## src/rtl/core/pida_pkg.sv

```systemverilog
// Shared types and constants for the positional insert/delete list.
`timescale 1ns / 1ps

package pida_pkg;

    localparam int MODE_W   = 2;
    localparam int INDEX_W  = 6;
    localparam int VALUE_W  = 32;
    localparam int STATUS_W = 2;
    localparam int EIDX_W   = 5;
    localparam int COUNT_W  = 6;

    localparam logic [MODE_W-1:0] MODE_INSERT = 2'd0;
    localparam logic [MODE_W-1:0] MODE_DELETE = 2'd1;
    localparam logic [MODE_W-1:0] MODE_DUMP   = 2'd2;

    localparam logic [STATUS_W-1:0] STATUS_OK    = 2'd0;
    localparam logic [STATUS_W-1:0] STATUS_RANGE = 2'd1;
    localparam logic [STATUS_W-1:0] STATUS_FULL  = 2'd2;
    localparam logic [STATUS_W-1:0] STATUS_EMPTY = 2'd3;

    typedef enum logic [1:0] {
        S_IDLE,
        S_EXEC,
        S_DUMP
    } t_state;

    // Commands from the controller to the datapath.
    typedef struct packed {
        logic load;
        logic exec;
        logic dump_step;
    } t_cmd;

    // Status from the datapath back to the controller.
    typedef struct packed {
        logic is_dump;
        logic empty;
        logic dump_last;
    } t_dp_status;

endpackage

```

## src/rtl/core/pida_ctrl.sv

```systemverilog
// Controller state machine that sequences load, execute and dump steps.
`timescale 1ns / 1ps

module pida_ctrl (
    input  logic                  i_clk,
    input  logic                  i_rst_n,
    input  logic                  start,
    output logic                  busy,
    input  pida_pkg::t_dp_status  i_status,
    output pida_pkg::t_cmd        o_cmd
);

    pida_pkg::t_state r_state;
    pida_pkg::t_state n_state;

    always_ff @(posedge i_clk) begin
        if (!i_rst_n) begin
            r_state <= pida_pkg::S_IDLE;
        end else begin
            r_state <= n_state;
        end
    end

    always_comb begin
        n_state         = r_state;
        o_cmd.load      = 1'b0;
        o_cmd.exec      = 1'b0;
        o_cmd.dump_step = 1'b0;
        busy            = 1'b1;
        case (r_state)
            pida_pkg::S_IDLE: begin
                busy = 1'b0;
                if (start) begin
                    o_cmd.load = 1'b1;
                    n_state    = pida_pkg::S_EXEC;
                end
            end
            pida_pkg::S_EXEC: begin
                o_cmd.exec = 1'b1;
                if (i_status.is_dump && !i_status.empty) begin
                    n_state = pida_pkg::S_DUMP;
                end else begin
                    n_state = pida_pkg::S_IDLE;
                end
            end
            pida_pkg::S_DUMP: begin
                o_cmd.dump_step = 1'b1;
                if (i_status.dump_last) begin
                    n_state = pida_pkg::S_IDLE;
                end
            end
            default: begin
                n_state = pida_pkg::S_IDLE;
            end
        endcase
    end

endmodule

```

## config.mk

```make
export PLATFORM = sky130hd
export DESIGN_NAME = pida_ctrl
export DESIGN_NICKNAME = d
export VERILOG_FILES = /design/src/rtl/core/pida_pkg.sv /design/src/rtl/core/pida_ctrl.sv
export SDC_FILE = /design/constraint.sdc
export NUM_CORES = 1
export LEC_CHECK = 0
export ABC_AREA = 0
export BUFFER_PORTS_ARGS = -buffer_cell sky130_fd_sc_hd__buf_4
export CAP_MARGIN = 20
export CORE_AREA = 3 3 40 42
export CTS_CLUSTER_DIAMETER = 150
export CTS_CLUSTER_SIZE = 24
export DETAILED_ROUTE_END_ITERATION = 10
export DIE_AREA = 0 0 43 45
export GPL_ROUTABILITY_DRIVEN = 0
export GPL_TIMING_DRIVEN = 0
export REMOVE_ABC_BUFFERS = 1
export SLEW_MARGIN = 15
export SYNTH_ARGS = -nofsm -noshare
export SYNTH_HDL_FRONTEND = slang
export SYNTH_SLANG_ARGS = --single-unit
```

## constraint.sdc

```tcl
create_clock -name i_clk -period 1.05 [get_ports i_clk]
set_input_delay 0.1575 -clock i_clk [delete_from_list [all_inputs] [get_ports i_clk]]
set_output_delay 0.1575 -clock i_clk [all_outputs]
set_load 0.03 [all_outputs]
```

==> results of run 1 <==
[through the flow]
stage	utilization, %	area [µm²]
2_1_floorplan	-	108
3_3_place_gp	15.1	194
3_5_place_dp	15.1	194
4_1_cts	19.3	248
5_1_grt	19.3	248
6_report	19.3	248
[cell families after synthesis]
family,after synthesis
AO/OA/AOI/OAI,1
flip-flops,2
AND/OR/NAND/NOR,7
[power by group through the flow]
stage / Combinational (µW) / Sequential (µW) / Clock [µW]
finish: 71.7 / 82.5 / 169
global route: 76.3 / 83.2 / 198
CTS: 71.9 / 82.4 / 184
detailed placement: 60.3 / 85.0 / 0
global placement: 60.3 / 84.8 / 0
floorplan: 32.1 / 83.9 / 0
[synth_stat cells (all sizes together)]
cell / count / area share (%)
and2: 1 / 5.8
o21a: 1 / 7.0
nor3b: 2 / 19
or2: 1 / 5.8
and2b: 2 / 16
nor4bb: 1 / 9.3
dfxtp: 2 / 37
[metal layers]
layer | track usage [%] | vias to the layer above | share of wire, %
li1 | - | 60 | -
met2 | 3.89 | 10 | 35
met3 | 3.98 | 0 | 16
met4 | 7.23 | 0 | 0
met5 | 0 | - | 0
met1 | 5.76 | 51 | 49
[worst paths after layout]
check | cells past startpoint | start | end
hold / removal | 2 | i_rst_n | r_state[1]
setup / recovery | 2 | r_state[1] | busy
hold reg to reg | 2 | r_state[0] | r_state[0]
setup reg to reg | 2 | r_state[1] | r_state[1]
[final cells by class]
cell class	instances	area [µm²]	share of cell area, %
timing repair buffer	9	82.6	33.3
multi-input combinational	8	76.3	30.8
sequential	2	47.5	19.2
clock buffer	3	22.5	9.09
tap	15	18.8	7.58
[placed cells by master, fill, tap and decap left out]
cell      netlist  routed
and2_1          1       1
and2b_2         2       2
buf_4           0       5
buf_6           0       4
clkbuf_4        0       3
dfxtp_4         0       2
nor3b_1         1       1
nor3b_4         0       1
nor4bb_1        1       1
o21a_1          1       1
or2_4           0       1
[what timing repair did]
action,CTS,global route
pin swaps,1,2
gates cloned,0,0
setup endpoints to repair,4,4
hold buffers,0,0
resized for setup,10,0
==> results_dict.tcl, run 1 <==
set metrics [dict create \
    run_status "finished, violations left" \
    failed_checks "negative setup slack" \
    num_vias 121 \
    initial_core_util_pct 8.37 \
    largest_registers "r_state x2" \
    path_buf_inv 1 \
    yosys_warnings 0 \
    power.density_mw_per_mm2 1300 \
    yosysSeqAreaShare_pct 37.2 \
    crit_path_max_fanout 6 \
    cts_tree "done" \
    synth_compound_gate_area_share_pct 6.98 \
    fmax_mhz 898 \
    rrSetupSlack_ps 230 \
    worst_pin_slew_ps 228 \
    synth_xor_area_share_pct 0 \
    final_cell_count_no_fill 37 \
    critical_path.endpoint_type "output port" \
    avgViaCountPerCell 3.27 \
    syn-instance-count 10 \
    setup_viol 4 \
    dp_slack_ps 95.9 \
    fin_worst_hold_slack_ps 144 \
    htreeDepth 1 \
    netSwitchingFraction_pct 24.1 \
    worst_slack_ps -63.8 \
    total_power_uw 323 \
    drv_cap 0 \
    hold_class "input pin to flop" \
    num_rows 13 \
    arrival_ps 960 \
    synth_cell_types 8 \
    synth_top_family_by_area "simple AND/OR/NAND/NOR gates" \
    criticalPathCategory "flop to output port" \
    clkSinkCount 2 \
    clkTransAtPathRegs_ps 30 \
    dieWidth_um 43 \
    grt_usage_pct 4.90 \
    grt_pass1_wl_um 586 \
    critPathMaxStageDelay_ps 350 \
    clk-insertion-delay-late_ps 220 \
    drive_gt1_share_pct 81.8 \
    slew_violations 0 \
    post-cts-setup-buffers 0 \
    clock_path_buffers 2 \
    fp.dieArea_mm2 0.00194 \
    cts_made_buffers 3 \
    ant_nets 0 \
    seqPwrFrac_pct 25.6 \
    relSlewSlack_pct 84.6 \
    synth_simple_gate_area_share_pct 55.8 \
    wirelength_um 313 \
    largest_register_ffs 2 \
    grt_remaining_overflow 0 \
    first_global_vias 133 \
    ir_drop_mv 0.447 \
    grt_max_degree 7 \
    io_pins 10 \
    finalCriticalPeriod_ps 1110 \
    diodes 0 \
    core-area_mm2 0.00128 \
    tns_ps -225 \
    internal-power_uw 245 \
    synth_mux_area_share_pct 0 \
    yosys.area_share.adder_pct 0 \
    p_clk_share_pct 52.2 \
    die_h_um 45 \
    dpl.cell_count 34 \
    syn_to_final_growth_pct 130 \
    wl_per_cell_um 8.46 \
    post-route-period-util_pct 106 \
    p_leak_uw 0.000111 \
    fin_worst_skew_ps 3.80 \
    netlist_area_um2 108 \
    root_buffer "clkbuf_4" \
    drc 0 \
    postSynthAreaPerCell_um2 10.8 \
    required_ps 890 \
    rsz0062_at_grt "true" \
    pwr-share-comb_pct 22.2 \
    p_sw_uw 77.8 \
    portBuffers 9 \
    max_flop_register "r_state" \
    crit_family "flip-flops" \
    drtIter0Drc 1 \
    cp_slowest_cell "dfxtp_4" \
    nFillCells 138 \
    drt-pass1-iter-count 2 \
    cp-start-kind "flop" \
    final_nets 30 \
    antenna_found_initial 0 \
    hold_violations 0 \
    worstPathCellList "or2_4, buf_6" \
    synth_seq_cells 2 \
]
(Power assumes the default switching activity.)
==> run 2, diff against run 1 <==
--- a/config.mk
+++ b/config.mk
@@ -15,6 +15,7 @@
 export DIE_AREA = 0 0 43 45
 export GPL_ROUTABILITY_DRIVEN = 0
 export GPL_TIMING_DRIVEN = 0
+export PLACE_DENSITY = 0.33
 export REMOVE_ABC_BUFFERS = 1
 export SLEW_MARGIN = 15
 export SYNTH_ARGS = -nofsm -noshare
==> run 2 against run 1 <==
Largest cell class unchanged. Global-route usage shrank 1.1 points. Non-clock buffer count is the same. Clock skew shrank 2.4 ps. Design area is the same. The run still ends with negative setup slack left. Clock power is essentially flat. Maximum frequency grew 0.15%. Final cell count is the same. First-iteration DRC count shrank 100%. Worst setup slack gained 1.7 ps. Die area is the same.
==> results_dict.tcl, run 2 (synthesized netlist as in run 1, its figures left out) <==
set metrics [dict create \
    ant_nets 0 \
    root_buffer "clkbuf_4" \
    fin_worst_hold_slack_ps 150 \
    placed_cell_area_um2 194 \
    core-area_mm2 0.00128 \
    setup_viol 4 \
    p_sw_uw 74.9 \
    portBuffers 9 \
    drc 0 \
    fp.dieArea_mm2 0.00194 \
    largest_registers "r_state x2" \
    finalCriticalPeriod_ps 1110 \
    reg2reg_from "r_state[1]" \
    timing.critical_path.from "r_state[0]" \
    num_rows 13 \
    io_pins 10 \
    power.density_mw_per_mm2 1290 \
    clkSinkCount 2 \
    required_ps 890 \
    worst_slack_ps -62.1 \
    syn_to_final_growth_pct 130 \
    seqPwrFrac_pct 25.8 \
    cp-endpoint "busy" \
    die_h_um 45 \
    run_status "finished, violations left" \
    arrival_ps 950 \
    final_nets 30 \
    clk-insertion-delay-late_ps 220 \
    wl_per_cell_um 8.62 \
    clkTransAtPathRegs_ps 30 \
    drive_gt1_share_pct 81.8 \
    layout_common_cells "buf_4 (5), buf_6 (4), clkbuf_4 (3)" \
    ir_drop_mv 0.356 \
    rr_endpoint "r_state[1]" \
    dp_slack_ps 85.5 \
    rrSetupSlack_ps 190 \
    first_global_vias 131 \
    grt_max_degree 7 \
    cts_made_buffers 3 \
    fin_worst_skew_ps 1.45 \
    htreeDepth 1 \
    max_flop_register "r_state" \
    crit_path_max_fanout 6 \
    initial_core_util_pct 8.37 \
    p_leak_uw 0.000111 \
    fmax_mhz 899 \
    internal-power_uw 245 \
    slew_violations 0 \
    ff2ff_path_depth 2 \
    clock_path_buffers 2 \
    antenna_found_initial 0 \
    diodes 0 \
    wirelength_um 319 \
    num_vias 119 \
    grt_pass1_wl_um 469 \
    drtIter0Drc 0 \
    p_clk_share_pct 51.9 \
    final_common_cell "buf_4" \
    grt_usage_pct 3.83 \
    pwr-share-comb_pct 22.3 \
    final_cell_area_um2 248 \
    hold_class "input pin to flop" \
    largest_register_ffs 2 \
    avgViaCountPerCell 3.22 \
    dieWidth_um 43 \
    cts_tree "done" \
    criticalPathCategory "flop to output port" \
    grt_remaining_overflow 0 \
    drv_cap 0 \
    worst_pin_slew_ps 261 \
    netSwitchingFraction_pct 23.4 \
    rsz0062_at_grt "true" \
    postLayoutCoreUtil_pct 19.3 \
    post-route-period-util_pct 106 \
    final_cell_count_no_fill 37 \
    critical_path.endpoint_type "output port" \
    dpl.cell_count 34 \
    drt-pass1-iter-count 1 \
    hold_violations 0 \
    failed_checks "negative setup slack" \
    cp-start-kind "flop" \
    relSlewSlack_pct 82.4 \
]
run 2: worst min-delay path by stage:
stage	start	end	slack [ps]	depth (start not counted)
floorplan	i_rst_n	r_state[1]	280	1
global placement	i_rst_n	r_state[1]	370	2
detailed placement	i_rst_n	r_state[0]	380	2
CTS	i_rst_n	r_state[0]	140	2
global route	i_rst_n	r_state[0]	150	2
finish	i_rst_n	r_state[0]	150	2
run 2: timing repair:
action | CTS | global route
buffers inserted | 0 | 0
pin swaps | 1 | 1
resized for setup | 7 | 3
endpoints found under the setup margin | 4 | 4
hold endpoints to repair | 0 | 0
hold buffers | 0 | 0
gates cloned | 0 | 0
run 2: critical path, cell delays in order (launching register included):
cell and delay [ps]:
dfxtp_4 350, or2_4 250, buf_6 140
run 2: power groups by stage:
stage / sequential, µW / combinational [µW] / clock, µW
final: 82.6 / 71.3 / 166
after global routing: 83.5 / 75.0 / 181
after CTS: 83.7 / 66.6 / 181
after detailed placement: 85.0 / 60.2 / 0
after global placement: 84.6 / 60.4 / 0
after floorplan: 83.9 / 32.1 / 0
run 2: cell type report:
| type | count | area (µm²) |
|---|---|---|
| multi-input combinational | 8 | 76.3 |
| tap | 15 | 18.8 |
| fill | 145 | 1040 |
| timing repair buffer | 9 | 82.6 |
| sequential | 2 | 47.5 |
| clock buffer | 3 | 22.5 |
run 2: through the flow:
stage               power [µW]  setup TNS (ps)
finish                     320            -215
global route               339            -346
CTS                        332            -261
detailed placement         145               0
global placement           145               0
floorplan                  116           -5.44
run 2: routing by layer:
layer	global-route usage (%)	routed length (µm)	up-vias
met5	0	0	-
li1	-	-	59
met2	4.49	130	9
met3	1.20	42	0
met4	7.23	0	0
met1	3.85	146	51
==> run 3, diff against run 2 <==
--- a/config.mk
+++ b/config.mk
@@ -16,7 +16,6 @@
 export GPL_ROUTABILITY_DRIVEN = 0
 export GPL_TIMING_DRIVEN = 0
 export PLACE_DENSITY = 0.33
-export REMOVE_ABC_BUFFERS = 1
 export SLEW_MARGIN = 15
 export SYNTH_ARGS = -nofsm -noshare
 export SYNTH_HDL_FRONTEND = slang
==> run 3 against run 2 <==
The flow still finishes with violations (negative setup slack). Clock-buffer cell count unchanged. Clock skew fell by 1.4 ps. Flip-flop and latch count stayed put. Core utilization up 1.2 points. Worst setup slack improved by 6.6 ps. Total power is 1.5% higher. Design area is 6.1% higher. Largest cell class unchanged. Largest power group unchanged.
==> results_dict.tcl, run 3 (synthesized netlist as in run 1, its figures left out) <==
set metrics [dict create \
    power.density_mw_per_mm2 1240 \
    clk-insertion-delay-late_ps 220 \
    fin_worst_skew_ps 0.0651 \
    drv_cap 0 \
    max_flop_register "r_state" \
    dieWidth_um 43 \
    slew_violations 0 \
    htreeDepth 1 \
    grt_usage_pct 4.08 \
    cp_slowest_cell "dfxtp_4" \
    hold_class "input pin to flop" \
    worst_slack_ps -55.5 \
    pwr-share-comb_pct 23.6 \
    drtIter0Drc 3 \
    grt_pass1_wl_um 524 \
    largest_register_ffs 2 \
    crit_path_max_fanout 5 \
    clock_path_buffers 2 \
    placed_cell_area_um2 200 \
    rsz0062_at_grt "true" \
    clkTransAtPathRegs_ps 30 \
    setup_viol 4 \
    run_status "finished, violations left" \
    io_pins 10 \
    dp_slack_ps 68.6 \
    initial_core_util_pct 8.37 \
    ant_nets 0 \
    multiInputGateArea_um2 76.3 \
    wl_per_cell_um 8.67 \
    grt_max_degree 6 \
    failed_checks "negative setup slack" \
    required_ps 890 \
    drt-pass1-iter-count 2 \
    netSwitchingFraction_pct 23.5 \
    dpl.cell_count 34 \
    layout_common_cells "buf_4 (7), buf_6 (4), clkbuf_4 (3)" \
    fmax_mhz 905 \
    arrival_ps 950 \
    portBuffers 9 \
    critical_path.endpoint_type "output port" \
    root_buffer "clkbuf_4" \
    final_nets 32 \
    num_vias 125 \
    hold_buffers 0 \
    post-route-period-util_pct 105 \
    wirelength_um 338 \
    criticalPathCategory "flop to output port" \
    num_rows 13 \
    finalCriticalPeriod_ps 1110 \
    hold_violations 0 \
    cp-start-kind "flop" \
    worst_pin_slew_ps 240 \
    syn_nets 16 \
    nFillCells 143 \
    syn_to_final_growth_pct 144 \
    drive_gt1_share_pct 83.3 \
    tns_ps -194 \
    clkSinkCount 2 \
    fp.dieArea_mm2 0.00194 \
    p_sw_uw 76.1 \
    internal-power_uw 248 \
    die_h_um 45 \
    cts_tree "done" \
    postLayoutCoreUtil_pct 20.4 \
    cts_made_buffers 3 \
    ir_drop_mv 0.320 \
    p_leak_uw 0.000121 \
    largest_registers "r_state x2" \
    diodes 0 \
    drc 0 \
    final_common_cell "buf_4" \
    seqPwrFrac_pct 25.3 \
    core-area_mm2 0.00128 \
    relSlewSlack_pct 83.8 \
    avgViaCountPerCell 3.21 \
    grt_remaining_overflow 0 \
    p_clk_share_pct 51.2 \
    first_global_vias 141 \
    final_cell_count_no_fill 39 \
    antenna_found_initial 0 \
    critPathMaxStageDelay_ps 350 \
    final_cell_area_um2 263 \
    worstPathCellList "or2_4, buf_6" \
    seqCellArea_um2 47.5 \
]
-- run 3: cell count changes in the layout (fill, tap and decap cells not counted) --
| cell | before | now |
|---|---|---|
| buf_4 | 5 | 7 |
-- run 3: repair_timing --
action                                  in CTS  in global routing
gates resized for setup                      9                  0
cloned                                       0                  0
setup buffers                                2                  0
endpoints found under the setup margin       4                  4
pin swaps                                    1                  1
-- run 3: per-stage QoR --
stage	hold WS [ps]	power [µW]
floorplan	275	120
global placement	371	149
detailed placement	374	150
CTS	136	337
global route	144	340
finish	145	325
-- run 3: metal layers --
metal	global-route usage, %	wire length [µm]	part of all wire (%)	vias to the layer above
met5	0	0	0	-
met4	5.42	0	0	0
met3	2.39	57	17	0
met2	4.19	139	41	9
met1	4.81	141	42	52
li1	-	-	-	64
-- run 3: area by class of cell --
type	instances	share of cell area [%]
multi-input combinational	8	29.0
timing repair buffer	11	37.1
sequential	2	18.1
clock buffer	3	8.57
tap	15	7.14
-- run 3: worst max-delay path: cells and delay by family, from the launching register on --
family | cells | cell delay, ps
DFF | 1 | 350
and+or+nand+nor | 1 | 240
buffers and inverters | 1 | 130
-- run 3: power groups by stage --
stage | sequential, µW | combinational (µW) | clock [µW]
after floorplan | 85.0 | 34.6 | 0
after global placement | 85.9 | 63.1 | 0
after detailed placement | 86.1 | 63.6 | 0
after CTS | 81.9 | 76.8 | 179
after global routing | 83.2 | 80.6 | 177
final | 82.0 | 76.5 | 166
-- run 3: final timing paths --
check / startpoint / endpoint / slack (ps) / cells past startpoint
worst max-delay path: r_state[0] / busy / -60 / 2
worst min register to register: r_state[0] / r_state[0] / 590 / 2
worst min-delay path: i_rst_n / r_state[1] / 140 / 2
worst max register to register: r_state[1] / r_state[1] / 100 / 3
